File: src/rtl/per_node_reading_aggregator_assert.svh
// Assertion macros for the per-node reading aggregator.
// Expects clk_i and rst_ni in the scope of each use.
`ifndef PER_NODE_READING_AGGREGATOR_ASSERT_SVH
`define PER_NODE_READING_AGGREGATOR_ASSERT_SVH

`ifndef SYNTHESIS
// Property that must hold at every clock edge out of reset.
`define PNRA_ASSERT(lbl, prop, msg) \
  lbl: assert property (@(posedge clk_i) disable iff (!rst_ni) (prop)) else $error(msg);
// Implication whose consequent is checked in the next cycle.
`define PNRA_ASSERT_NEXT(lbl, pre, post, msg) \
  lbl: assert property (@(posedge clk_i) disable iff (!rst_ni) (pre) |=> (post)) \
    else $error(msg);
`else
`define PNRA_ASSERT(lbl, prop, msg)
`define PNRA_ASSERT_NEXT(lbl, pre, post, msg)
`endif

`endif

File: src/rtl/pnra_pkg.sv
// Shared types, constants and character helpers of the per-node reading aggregator.
// No dependencies.
package pnra_pkg;

  localparam int unsigned MaxMessagesDef = 10;
  localparam int unsigned IdCharsDef     = 7;
  localparam int unsigned ValueBitsDef   = 16;

  localparam int unsigned KeyBytes = 7;
  localparam int unsigned KeyW     = 8 * KeyBytes;
  localparam int unsigned KeyLenW  = 3;
  localparam int unsigned SumW     = 20;
  localparam int unsigned OutValW  = 16;
  localparam int unsigned CountW   = 4;
  localparam logic [SumW-1:0] SumMax = '1;

  localparam logic [7:0] CharNul   = 8'h00;
  localparam logic [7:0] CharSpace = 8'h20;
  localparam logic [7:0] CharComma = 8'h2C;
  localparam logic [7:0] CharDash  = 8'h2D;
  localparam logic [7:0] CharDot   = 8'h2E;
  localparam logic [7:0] CharPlus  = 8'h2B;
  localparam logic [7:0] CharTab   = 8'h09;
  localparam logic [7:0] CharCr    = 8'h0D;
  localparam logic [7:0] CharZero  = 8'h30;
  localparam logic [7:0] CharNine  = 8'h39;

  typedef enum logic [2:0] {
    ST_IDLE,
    ST_SRD,
    ST_SCMP,
    ST_SUPD,
    ST_FRD,
    ST_FOUT,
    ST_FEMPTY
  } state_e;

  typedef enum logic [1:0] {
    PH_PRE_ID,
    PH_ID,
    PH_GAP,
    PH_VALUE
  } phase_e;

  typedef enum logic [1:0] {
    VS_LEAD,
    VS_DIGITS,
    VS_DONE
  } vsub_e;

  function automatic logic is_delim(input logic [7:0] c);
    return (c == CharSpace) || (c == CharComma) || (c == CharDot) || (c == CharDash);
  endfunction

  function automatic logic is_blank(input logic [7:0] c);
    return c inside {[CharTab:CharCr]};
  endfunction

  function automatic logic is_digit(input logic [7:0] c);
    return c inside {[CharZero:CharNine]};
  endfunction

endpackage

File: src/rtl/pnra_in_if.sv
// Message byte / flush request channel of the per-node reading aggregator.
// Depends on nothing.
interface pnra_in_if;
  logic       valid;
  logic       ready;
  logic       op;
  logic [7:0] data_byte;
  logic       end_of_message;

  modport source (output valid, op, data_byte, end_of_message, input ready);
  modport sink   (input valid, op, data_byte, end_of_message, output ready);
endinterface

File: src/rtl/pnra_out_if.sv
// Aggregate result channel of the per-node reading aggregator.
// Depends on nothing.
interface pnra_out_if;
  logic        valid;
  logic        ready;
  logic [55:0] node_key;
  logic [2:0]  key_length;
  logic        key_truncated;
  logic [19:0] value_sum;
  logic [15:0] value_max;
  logic [15:0] value_min;
  logic [3:0]  entry_count;
  logic        last;

  modport source (output valid, node_key, key_length, key_truncated, value_sum, value_max,
                  value_min, entry_count, last, input ready);
  modport sink   (input valid, node_key, key_length, key_truncated, value_sum, value_max,
                  value_min, entry_count, last, output ready);
endinterface

File: src/rtl/per_node_reading_aggregator.sv
// Per-node reading aggregator: byte parser, ID table sequencer and result register.
// Depends on pnra_pkg, pnra_in_if, pnra_out_if, pnra_ram and the assertion header.

// The byte that ends a message starts a search of the ID table, which sits in a
// RAM with registered read and goes through one shared compare/update unit: each
// stored ID is read (ST_SRD) and compared (ST_SCMP), a miss passes ST_SRD once
// more, and the write is done in ST_SUPD before the next request is taken. A
// flush, or the message that fills the table, emits the stored results in turn,
// each read in ST_FRD and loaded in ST_FOUT, which waits while the output is not
// free; an empty table gives one all-zero result. The input waits until the final
// result (flagged last) is loaded. The output register holds a result while new
// message bytes are still taken; bytes are taken only in ST_IDLE.
`include "per_node_reading_aggregator_assert.svh"

module per_node_reading_aggregator #(
  parameter int unsigned MAX_MESSAGES = pnra_pkg::MaxMessagesDef,
  parameter int unsigned ID_CHARS     = pnra_pkg::IdCharsDef,
  parameter int unsigned VALUE_BITS   = pnra_pkg::ValueBitsDef
) (
  input  logic        clk_i,
  input  logic        rst_ni,
  pnra_in_if.sink     msg_i,
  pnra_out_if.source  res_o
);

  localparam int unsigned AddrW  = (MAX_MESSAGES > 1) ? $clog2(MAX_MESSAGES) : 1;
  localparam int unsigned CntW   = $clog2(MAX_MESSAGES + 1);
  localparam int unsigned VB     = VALUE_BITS;
  localparam int unsigned KeyW   = pnra_pkg::KeyW;
  localparam int unsigned LenW   = pnra_pkg::KeyLenW;
  localparam int unsigned SumW   = pnra_pkg::SumW;
  localparam int unsigned CountW = pnra_pkg::CountW;
  localparam int unsigned EntryW = KeyW + 1 + LenW + SumW + 2 * VB + CountW;
  localparam int unsigned AccW   = ((VB > SumW) ? VB : SumW) + 1;
  localparam logic [VB-1:0] ValueMax = '1;

  // Parser state
  pnra_pkg::phase_e                          phase_q, phase_d;
  pnra_pkg::vsub_e                           vsub_q, vsub_d;
  logic                                      halt_q, halt_d;
  logic                                      trunc_q, trunc_d;
  logic [pnra_pkg::KeyBytes-1:0][7:0]        key_q, key_d;
  logic [LenW-1:0]                           klen_q, klen_d;
  logic [VB-1:0]                             val_q, val_d;

  // Message under search
  logic [KeyW-1:0] s_key_q;
  logic            s_trunc_q;
  logic [LenW-1:0] s_len_q;
  logic [VB-1:0]   s_val_q;

  // Sequencer
  pnra_pkg::state_e state_q, state_d;
  logic [CntW-1:0]  idx_q, idx_d;
  logic [CntW-1:0]  fill_q, fill_d;
  logic [CntW-1:0]  mcnt_q, mcnt_d;
  logic             found_q, found_d;

  // Output register
  logic              out_valid_q;
  logic [KeyW-1:0]   out_key_q;
  logic [LenW-1:0]   out_len_q;
  logic              out_trunc_q;
  logic [SumW-1:0]   out_sum_q;
  logic [15:0]       out_max_q;
  logic [15:0]       out_min_q;
  logic [CountW-1:0] out_cnt_q;
  logic              out_last_q;

  logic in_acc;
  logic out_free;
  logic out_load;
  logic out_empty;
  logic out_last;
  logic ram_we;

  logic [7:0] c;
  logic [VB+3:0] prod;
  logic [VB-1:0] digit_val;

  logic [EntryW-1:0] rdata;
  logic [EntryW-1:0] wdata;
  logic [KeyW-1:0]   r_key;
  logic              r_trunc;
  logic [LenW-1:0]   r_len;
  logic [SumW-1:0]   r_sum;
  logic [VB-1:0]     r_max;
  logic [VB-1:0]     r_min;
  logic [CountW-1:0] r_cnt;
  logic              hit;
  logic [AccW-1:0]   acc;
  logic [SumW-1:0]   new_sum;
  logic [VB-1:0]     new_max;
  logic [VB-1:0]     new_min;
  logic [CountW-1:0] new_cnt;

  assign msg_i.ready = (state_q == pnra_pkg::ST_IDLE);
  assign in_acc      = msg_i.valid && msg_i.ready;
  assign out_free    = !out_valid_q || res_o.ready;
  assign c           = msg_i.data_byte;

  // Decimal accumulate with saturation: val * 10 + digit
  assign prod = ({4'b0, val_q} << 3) + ({4'b0, val_q} << 1) + (VB + 4)'(c - pnra_pkg::CharZero);
  assign digit_val = (|prod[VB+3:VB]) ? ValueMax : prod[VB-1:0];

  // Parser next state
  always_comb begin
    phase_d   = phase_q;
    vsub_d    = vsub_q;
    halt_d    = halt_q;
    trunc_d   = trunc_q;
    key_d     = key_q;
    klen_d    = klen_q;
    val_d     = val_q;
    if (!halt_q) begin
      if (c == pnra_pkg::CharNul) begin
        halt_d = 1'b1;
      end else begin
        case (phase_q)
          pnra_pkg::PH_PRE_ID, pnra_pkg::PH_ID: begin
            if (pnra_pkg::is_delim(c)) begin
              if (phase_q == pnra_pkg::PH_ID) begin
                phase_d = pnra_pkg::PH_GAP;
              end
            end else begin
              phase_d = pnra_pkg::PH_ID;
              if (klen_q < LenW'(ID_CHARS)) begin
                key_d[LenW'(pnra_pkg::KeyBytes - 1) - klen_q] = c;
                klen_d = klen_q + 1'b1;
              end else begin
                trunc_d = 1'b1;
              end
            end
          end
          pnra_pkg::PH_GAP: begin
            if (!pnra_pkg::is_delim(c)) begin
              phase_d = pnra_pkg::PH_VALUE;
              if (pnra_pkg::is_digit(c)) begin
                val_d  = digit_val;
                vsub_d = pnra_pkg::VS_DIGITS;
              end else if (pnra_pkg::is_blank(c)) begin
                vsub_d = pnra_pkg::VS_LEAD;
              end else if (c == pnra_pkg::CharPlus) begin
                vsub_d = pnra_pkg::VS_DIGITS;
              end else begin
                vsub_d = pnra_pkg::VS_DONE;
              end
            end
          end
          default: begin
            if (pnra_pkg::is_delim(c)) begin
              vsub_d = pnra_pkg::VS_DONE;
            end else if (vsub_q != pnra_pkg::VS_DONE) begin
              if (pnra_pkg::is_digit(c)) begin
                val_d  = digit_val;
                vsub_d = pnra_pkg::VS_DIGITS;
              end else if (vsub_q == pnra_pkg::VS_LEAD && pnra_pkg::is_blank(c)) begin
                vsub_d = pnra_pkg::VS_LEAD;
              end else if (vsub_q == pnra_pkg::VS_LEAD && c == pnra_pkg::CharPlus) begin
                vsub_d = pnra_pkg::VS_DIGITS;
              end else begin
                vsub_d = pnra_pkg::VS_DONE;
              end
            end
          end
        endcase
      end
    end
  end

  always_ff @(posedge clk_i or negedge rst_ni) begin
    if (!rst_ni) begin
      phase_q <= pnra_pkg::PH_PRE_ID;
      vsub_q  <= pnra_pkg::VS_LEAD;
      halt_q  <= 1'b0;
      trunc_q <= 1'b0;
      key_q   <= '0;
      klen_q  <= '0;
      val_q   <= '0;
    end else if (in_acc && !msg_i.op) begin
      if (msg_i.end_of_message) begin
        // Message done: clear for the next one
        phase_q <= pnra_pkg::PH_PRE_ID;
        vsub_q  <= pnra_pkg::VS_LEAD;
        halt_q  <= 1'b0;
        trunc_q <= 1'b0;
        key_q   <= '0;
        klen_q  <= '0;
        val_q   <= '0;
      end else begin
        phase_q <= phase_d;
        vsub_q  <= vsub_d;
        halt_q  <= halt_d;
        trunc_q <= trunc_d;
        key_q   <= key_d;
        klen_q  <= klen_d;
        val_q   <= val_d;
      end
    end
  end

  always_ff @(posedge clk_i) begin
    if (in_acc && !msg_i.op && msg_i.end_of_message) begin
      s_key_q   <= key_d;
      s_trunc_q <= trunc_d;
      s_len_q   <= klen_d;
      s_val_q   <= val_d;
    end
  end

  // ID table
  pnra_ram #(
    .Width (EntryW),
    .Depth (MAX_MESSAGES)
  ) u_table (
    .clk_i   (clk_i),
    .we_i    (ram_we),
    .waddr_i (idx_q[AddrW-1:0]),
    .wdata_i (wdata),
    .raddr_i (idx_q[AddrW-1:0]),
    .rdata_o (rdata)
  );

  assign {r_key, r_trunc, r_len, r_sum, r_max, r_min, r_cnt} = rdata;

  // Shared compare / update unit
  assign hit     = ({r_trunc, r_key} == {s_trunc_q, s_key_q});
  assign acc     = AccW'(found_q ? r_sum : '0) + AccW'(s_val_q);
  assign new_sum = (acc > AccW'(pnra_pkg::SumMax)) ? pnra_pkg::SumMax : acc[SumW-1:0];
  assign new_max = (found_q && r_max >= s_val_q) ? r_max : s_val_q;
  assign new_min = (found_q && r_min <= s_val_q) ? r_min : s_val_q;
  assign new_cnt = found_q ? r_cnt + 1'b1 : CountW'(1);
  assign wdata   = {s_key_q, s_trunc_q, s_len_q, new_sum, new_max, new_min, new_cnt};

  // Sequencer
  always_comb begin
    state_d   = state_q;
    idx_d     = idx_q;
    fill_d    = fill_q;
    mcnt_d    = mcnt_q;
    found_d   = found_q;
    ram_we    = 1'b0;
    out_load  = 1'b0;
    out_empty = 1'b0;
    out_last  = 1'b0;
    case (state_q)
      pnra_pkg::ST_IDLE: begin
        if (in_acc) begin
          idx_d = '0;
          if (msg_i.op) begin
            state_d = (fill_q == '0) ? pnra_pkg::ST_FEMPTY : pnra_pkg::ST_FRD;
          end else if (msg_i.end_of_message) begin
            state_d = pnra_pkg::ST_SRD;
          end
        end
      end
      pnra_pkg::ST_SRD: begin
        if (idx_q == fill_q) begin
          found_d = 1'b0;
          state_d = pnra_pkg::ST_SUPD;
        end else begin
          state_d = pnra_pkg::ST_SCMP;
        end
      end
      pnra_pkg::ST_SCMP: begin
        if (hit) begin
          found_d = 1'b1;
          state_d = pnra_pkg::ST_SUPD;
        end else begin
          idx_d   = idx_q + 1'b1;
          state_d = pnra_pkg::ST_SRD;
        end
      end
      pnra_pkg::ST_SUPD: begin
        ram_we = 1'b1;
        if (!found_q) begin
          fill_d = fill_q + 1'b1;
        end
        mcnt_d = mcnt_q + 1'b1;
        if (mcnt_q == CntW'(MAX_MESSAGES - 1)) begin
          idx_d   = '0;
          state_d = pnra_pkg::ST_FRD;
        end else begin
          state_d = pnra_pkg::ST_IDLE;
        end
      end
      pnra_pkg::ST_FRD: begin
        state_d = pnra_pkg::ST_FOUT;
      end
      pnra_pkg::ST_FOUT: begin
        if (out_free) begin
          out_load = 1'b1;
          if (idx_q == fill_q - 1'b1) begin
            out_last = 1'b1;
            fill_d   = '0;
            mcnt_d   = '0;
            state_d  = pnra_pkg::ST_IDLE;
          end else begin
            idx_d   = idx_q + 1'b1;
            state_d = pnra_pkg::ST_FRD;
          end
        end
      end
      pnra_pkg::ST_FEMPTY: begin
        if (out_free) begin
          out_load  = 1'b1;
          out_empty = 1'b1;
          out_last  = 1'b1;
          mcnt_d    = '0;
          state_d   = pnra_pkg::ST_IDLE;
        end
      end
      default: begin
        state_d = pnra_pkg::ST_IDLE;
      end
    endcase
  end

  always_ff @(posedge clk_i or negedge rst_ni) begin
    if (!rst_ni) begin
      state_q <= pnra_pkg::ST_IDLE;
      idx_q   <= '0;
      fill_q  <= '0;
      mcnt_q  <= '0;
      found_q <= 1'b0;
    end else begin
      state_q <= state_d;
      idx_q   <= idx_d;
      fill_q  <= fill_d;
      mcnt_q  <= mcnt_d;
      found_q <= found_d;
    end
  end

  // Result register
  always_ff @(posedge clk_i or negedge rst_ni) begin
    if (!rst_ni) begin
      out_valid_q <= 1'b0;
    end else if (out_load) begin
      out_valid_q <= 1'b1;
    end else if (res_o.ready) begin
      out_valid_q <= 1'b0;
    end
  end

  always_ff @(posedge clk_i) begin
    if (out_load) begin
      out_last_q <= out_last;
      if (out_empty) begin
        out_key_q   <= '0;
        out_len_q   <= '0;
        out_trunc_q <= 1'b0;
        out_sum_q   <= '0;
        out_max_q   <= '0;
        out_min_q   <= '0;
        out_cnt_q   <= '0;
      end else begin
        out_key_q   <= r_key;
        out_len_q   <= r_len;
        out_trunc_q <= r_trunc;
        out_sum_q   <= r_sum;
        out_max_q   <= pnra_pkg::OutValW'(r_max);
        out_min_q   <= pnra_pkg::OutValW'(r_min);
        out_cnt_q   <= r_cnt;
      end
    end
  end

  assign res_o.valid         = out_valid_q;
  assign res_o.node_key      = out_key_q;
  assign res_o.key_length    = out_len_q;
  assign res_o.key_truncated = out_trunc_q;
  assign res_o.value_sum     = out_sum_q;
  assign res_o.value_max     = out_max_q;
  assign res_o.value_min     = out_min_q;
  assign res_o.entry_count   = out_cnt_q;
  assign res_o.last          = out_last_q;

  `PNRA_ASSERT(a_fill_le_count, fill_q <= mcnt_q, "table holds more IDs than messages stored")
  `PNRA_ASSERT(a_count_below_max, (mcnt_q < CntW'(MAX_MESSAGES)) || (state_q == pnra_pkg::ST_FRD) || (state_q == pnra_pkg::ST_FOUT), "message count reached limit without flush")
  `PNRA_ASSERT(a_cmp_in_range, (state_q != pnra_pkg::ST_SCMP) || (idx_q < fill_q), "compare beyond filled entries")
  `PNRA_ASSERT_NEXT(a_flush_nonempty, state_q == pnra_pkg::ST_FRD, state_q == pnra_pkg::ST_FOUT && fill_q != '0, "flush read without stored IDs")

endmodule

File: src/rtl/pnra_ram.sv
// Generic single-write, single-read RAM with registered read data.
// No dependencies.
module pnra_ram #(
  parameter int unsigned Width = 8,
  parameter int unsigned Depth = 16,
  localparam int unsigned AddrW = (Depth > 1) ? $clog2(Depth) : 1
) (
  input  logic             clk_i,
  input  logic             we_i,
  input  logic [AddrW-1:0] waddr_i,
  input  logic [Width-1:0] wdata_i,
  input  logic [AddrW-1:0] raddr_i,
  output logic [Width-1:0] rdata_o
);

  logic [Width-1:0] mem_q [Depth];

  always_ff @(posedge clk_i) begin
    if (we_i) begin
      mem_q[waddr_i] <= wdata_i;
    end
    rdata_o <= mem_q[raddr_i];
  end

endmodule
File: src/flat_wrapper.sv
// flat-port wrapper written by rule: the top's interface ports become plain ports
module per_node_reading_aggregator_flat 
#(
  parameter int unsigned MAX_MESSAGES = pnra_pkg::MaxMessagesDef,
  parameter int unsigned ID_CHARS     = pnra_pkg::IdCharsDef,
  parameter int unsigned VALUE_BITS   = pnra_pkg::ValueBitsDef
)
  (clk_i, rst_ni, msg_i_valid, msg_i_op, msg_i_data_byte, msg_i_end_of_message, msg_i_ready, res_o_valid, res_o_node_key, res_o_key_length, res_o_key_truncated, res_o_value_sum, res_o_value_max, res_o_value_min, res_o_entry_count, res_o_last, res_o_ready);
  pnra_in_if msg_i_i ();
  pnra_out_if res_o_i ();
  input  logic clk_i;
  input  logic rst_ni;
  input wire logic [$bits(msg_i_i.valid)-1:0] msg_i_valid;
  input wire logic [$bits(msg_i_i.op)-1:0] msg_i_op;
  input wire logic [$bits(msg_i_i.data_byte)-1:0] msg_i_data_byte;
  input wire logic [$bits(msg_i_i.end_of_message)-1:0] msg_i_end_of_message;
  output wire logic [$bits(msg_i_i.ready)-1:0] msg_i_ready;
  output wire logic [$bits(res_o_i.valid)-1:0] res_o_valid;
  output wire logic [$bits(res_o_i.node_key)-1:0] res_o_node_key;
  output wire logic [$bits(res_o_i.key_length)-1:0] res_o_key_length;
  output wire logic [$bits(res_o_i.key_truncated)-1:0] res_o_key_truncated;
  output wire logic [$bits(res_o_i.value_sum)-1:0] res_o_value_sum;
  output wire logic [$bits(res_o_i.value_max)-1:0] res_o_value_max;
  output wire logic [$bits(res_o_i.value_min)-1:0] res_o_value_min;
  output wire logic [$bits(res_o_i.entry_count)-1:0] res_o_entry_count;
  output wire logic [$bits(res_o_i.last)-1:0] res_o_last;
  input wire logic [$bits(res_o_i.ready)-1:0] res_o_ready;
  assign msg_i_i.valid = msg_i_valid;
  assign msg_i_i.op = msg_i_op;
  assign msg_i_i.data_byte = msg_i_data_byte;
  assign msg_i_i.end_of_message = msg_i_end_of_message;
  assign msg_i_ready = msg_i_i.ready;
  assign res_o_valid = res_o_i.valid;
  assign res_o_node_key = res_o_i.node_key;
  assign res_o_key_length = res_o_i.key_length;
  assign res_o_key_truncated = res_o_i.key_truncated;
  assign res_o_value_sum = res_o_i.value_sum;
  assign res_o_value_max = res_o_i.value_max;
  assign res_o_value_min = res_o_i.value_min;
  assign res_o_entry_count = res_o_i.entry_count;
  assign res_o_last = res_o_i.last;
  assign res_o_i.ready = res_o_ready;
  per_node_reading_aggregator #(.MAX_MESSAGES(MAX_MESSAGES), .ID_CHARS(ID_CHARS), .VALUE_BITS(VALUE_BITS)) u_core (.clk_i(clk_i), .rst_ni(rst_ni), .msg_i(msg_i_i), .res_o(res_o_i));
endmodule
File: config.mk
export PLATFORM = sky130hd
export DESIGN_NAME = per_node_reading_aggregator_flat
export DESIGN_NICKNAME = d
export VERILOG_FILES = /design/src/rtl/pnra_pkg.sv /design/src/rtl/pnra_in_if.sv /design/src/rtl/pnra_out_if.sv /design/src/rtl/per_node_reading_aggregator.sv /design/src/rtl/pnra_ram.sv /design/src/flat_wrapper.sv
export VERILOG_INCLUDE_DIRS = /design/src /design/src/rtl
export SDC_FILE = /design/constraint.sdc
export NUM_CORES = 2
export LEC_CHECK = 0
export BUFFER_PORTS_ARGS = -buffer_cell sky130_fd_sc_hd__buf_2
export CORE_ASPECT_RATIO = 1.2
export CORE_MARGIN = 1.5
export CORE_UTILIZATION = 30
export DETAILED_ROUTE_END_ITERATION = 10
export PLACE_DENSITY = 0.55
export RECOVER_POWER = 100
export SYNTH_ARGS = -nofsm -noshare
export SYNTH_HDL_FRONTEND = slang
export SYNTH_SLANG_ARGS = --single-unit
File: constraint.sdc
create_clock -name clk_i -period 12 [get_ports clk_i]
set_input_delay 1.2 -clock clk_i [delete_from_list [all_inputs] [get_ports clk_i]]
set_output_delay 1.2 -clock clk_i [all_outputs]
set_load 0.03 [all_outputs]
==> qor.yml <==
worst_path_largest_cell_delay_ns: 2.41
worstSetupPathType: "flop to flop"
rrSetupSlack_ns: 4.32
powerDensity_mw_per_mm2: 205
cts-root-buf: "clkbuf_16"
rsz0062_at_grt: "false"
skew_ns: 0.0238
post_synth_inst_count: 3500
syn-num-nets: 3613
hp-class: "flop to flop"
synthArstFlopShare_pct: 6.25
area_delta_synth_final_pct: 14.1
fmax_mhz: 130
drtAntennaViolNets: 0
critPathLaunchType: "flop"
grt_antenna_before_repair: 15
routed-via-count: 31845
crit_chain: "buf_4 -> clkbuf_1 -> buf_4 -> mux4_2 -> nor2b_1 -> a211oi_1 -> a21oi_1"
die_w_um: 419
violations: "max-capacitance violations, max-slew violations"
cap_violations: 29
portBuffers: 132
die_h_um: 502
ys_seq_area_share_pct: 72.8
fin_ws_ns: 4.32
synth_edf_count: 1353
cts_resized: 0
dpl_cell_area_mm2: 0.0663
row_count: 183
dpl.cell_count: 6282
cts_sinks: 1567
drt_wl_total_um: 156000
endpoint_kind: "flop"
dieArea_mm2: 0.211
worst_slew_pin_slew_ns: 4.31
syn_avg_cell_area_um2: 17.8
grt.busiest_layer: "met2"
ys_ff_latch: 1567
finalHoldViolCount: 0
leakagePower_nw: 22.8
grtUsageMet3_pct: 2.18
final_area_mm2: 0.0711
finalCritPeriodShare_pct: 64.0
synth_warnings: 0
cts_hold_buf: 0
htree_levels: 4
setup_viol: 0
peakVddDrop_mv: 0.155
fill_cells: 19625
grt_max_degree: 106
layout_common_cells: "1353 x edfxtp_1, 232 x mux4_2, 187 x clkbuf_1"
synth_cell_types: 72
insertion_delay_ns: 0.78
overflow: 0
crit_arrival_ns: 8.14
dp_hpwl_um: 88400
fin_setup_tns_ns: 0
post_cts_buffers: 0
crit_path_frequent_cell: "buf_4"
nets: 3787
outcome: "finished, violations left"
path_clk_slew_ns: 0.06
avgViaCountPerCell: 4.84
cts_max_path_buffers: 3
p_total_mw: 14.6
layout_commonest_cell: "edfxtp_1"
final_max_slew_viol_count: 1200
cts_tree: "done"
gp_congestion: 0.792
grt_use_total_pct: 14.7
dr.pass1.iters: 5
drc: 0
finalCriticalPeriod_ns: 7.68
drive_gt1_share_pct: 13.9
routed_wire_length_per_instance_um: 23.6
core_area_mm2: 0.207
cts_buffers: 165
dpl_worst_slack_ns: 6.08
max_slew_margin_pct: -187
grt_pass1_vias: 32746
dr.first_iter.drc_count: 2503
worst_path_max_delay_cell: "clkbuf_1"
grtUsageMet2_pct: 24.8
grtUsageMet1_pct: 19.5
grt_pass1_wl_um: 227000
pin_count: 133
crit_fanout: 62
start_util_pct: 30.1
cp.required_ns: 12.46
synth-main-ff-cell: "edfxtp_1"
layout.cells.non_filler: 6586
synthesis.area_mm2: 0.0623
## synth_stat cells, drive strengths merged (8+ instances only)
cell type / count / area share [%]
nor3: 10 / 0.080
o21ai: 78 / 0.63
edfxtp: 1353 / 65
inv: 68 / 0.41
o211ai: 8 / 0.096
o22a: 14 / 0.20
mux2: 74 / 1.3
a21oi: 160 / 1.3
dfrtp: 98 / 3.9
buf: 40 / 0.29
nand2: 102 / 0.62
o2bb2ai: 39 / 0.55
nand3: 22 / 0.18
clkbuf: 135 / 0.81
mux4: 232 / 8.4
nor2b: 128 / 1.3
fa: 16 / 0.51
a21o: 21 / 0.25
xor2: 36 / 0.51
o21a: 8 / 0.096
nor4: 10 / 0.13
a211oi: 125 / 1.5
xnor2: 61 / 0.86
nand4: 25 / 0.25
o221a: 15 / 0.27
mux2i: 117 / 1.9
dfxtp: 116 / 3.7
nand2b: 22 / 0.23
and2: 138 / 1.4
nor2: 58 / 0.35
ha: 83 / 1.7
## area by class of cell
type	instances	area [um2]	share of cell area (%)
flip-flops and latches	1567	45400	63.9
multi-input cells	1690	16000	22.5
clock buffers	229	4590	6.46
well taps	2775	3470	4.88
repair buffers	182	860	1.21
clock inverters	74	534	0.751
inverters	68	256	0.361
diodes	1	2.50	0.00352
## layer usage
| metal | part of all wire, % | wire length [um] |
|---|---|---|
| met1 | 44 | 68200 |
| met2 | 50 | 77300 |
| met3 | 4.0 | 6280 |
| met4 | 2.4 | 3770 |
| met5 | 0 | 0 |
## through the flow
| stage | hold WS [ns] | util, % |
|---|---|---|
| finish | 0.480 | 34.4 |
| global route | 0.490 | 34.4 |
| CTS | 0.272 | 34.5 |
| detailed placement | 0.466 | 32.1 |
| global placement | 0.457 | 32.1 |
| floorplan | 0.444 | - |
## flip-flops by register name (all words and copies together) (netlist names), 3 cells and up
name	cells
u_core.u_table.mem_q	1160
u_core.u_table.rdata_o	116
u_core.key_q	56
u_core.res_o.node_key	56
u_core.s_key_q	56
u_core.res_o.value_sum	20
u_core.res_o.value_max	16
u_core.res_o.value_min	16
u_core.s_val_q	16
u_core.val_q	16
u_core.fill_q	4
u_core.idx_q	4
u_core.mcnt_q	4
u_core.res_o.entry_count	4
u_core.klen_q	3
u_core.res_o.key_length	3
u_core.s_len_q	3
u_core.state_q	3
## report_power, final
group	total [mW]	internal, mW	leakage [nW]	switching (mW)
clock network	4.88	2.81	2.52	2.07
logic	2.77	1.17	5.75	1.60
registers	6.93	6.48	14.5	0.448
## worst max-delay path: cells and delay by family, from the launching register on
kind | cells | cell delay [ns]
AOI/OAI and AO/OA | 2 | 0.45
buffers and inverters | 3 | 4.35
DFF | 1 | 1.92
muxes | 1 | 0.41
and+or+nand+nor | 1 | 0.14
## cell families after synthesis
group	share of synthesized area [%]
XOR/XNOR	1.36
flip-flops	72.8
adder cells (fa/ha/maj)	2.18
AND/OR/NAND/NOR	4.84
buffers and inverters	1.51
AO/OA/AOI/OAI	5.68
multiplexers	11.6
## final timing paths
path | from | endpoint | cells past startpoint
max | u_core.idx_q[1] | u_core.u_table.rdata_o[18] | 7
min | u_core.key_q[33] | u_core.key_q[33] | 2
max reg2reg | u_core.idx_q[1] | u_core.u_table.rdata_o[18] | 7
min reg2reg | u_core.key_q[33] | u_core.key_q[33] | 2
max in group asynchronous | rst_ni | u_core.val_q[6] | 2
min in group asynchronous | rst_ni | u_core.mcnt_q[3] | 1
No activity file was read; power rests on OpenSTA's default activity.
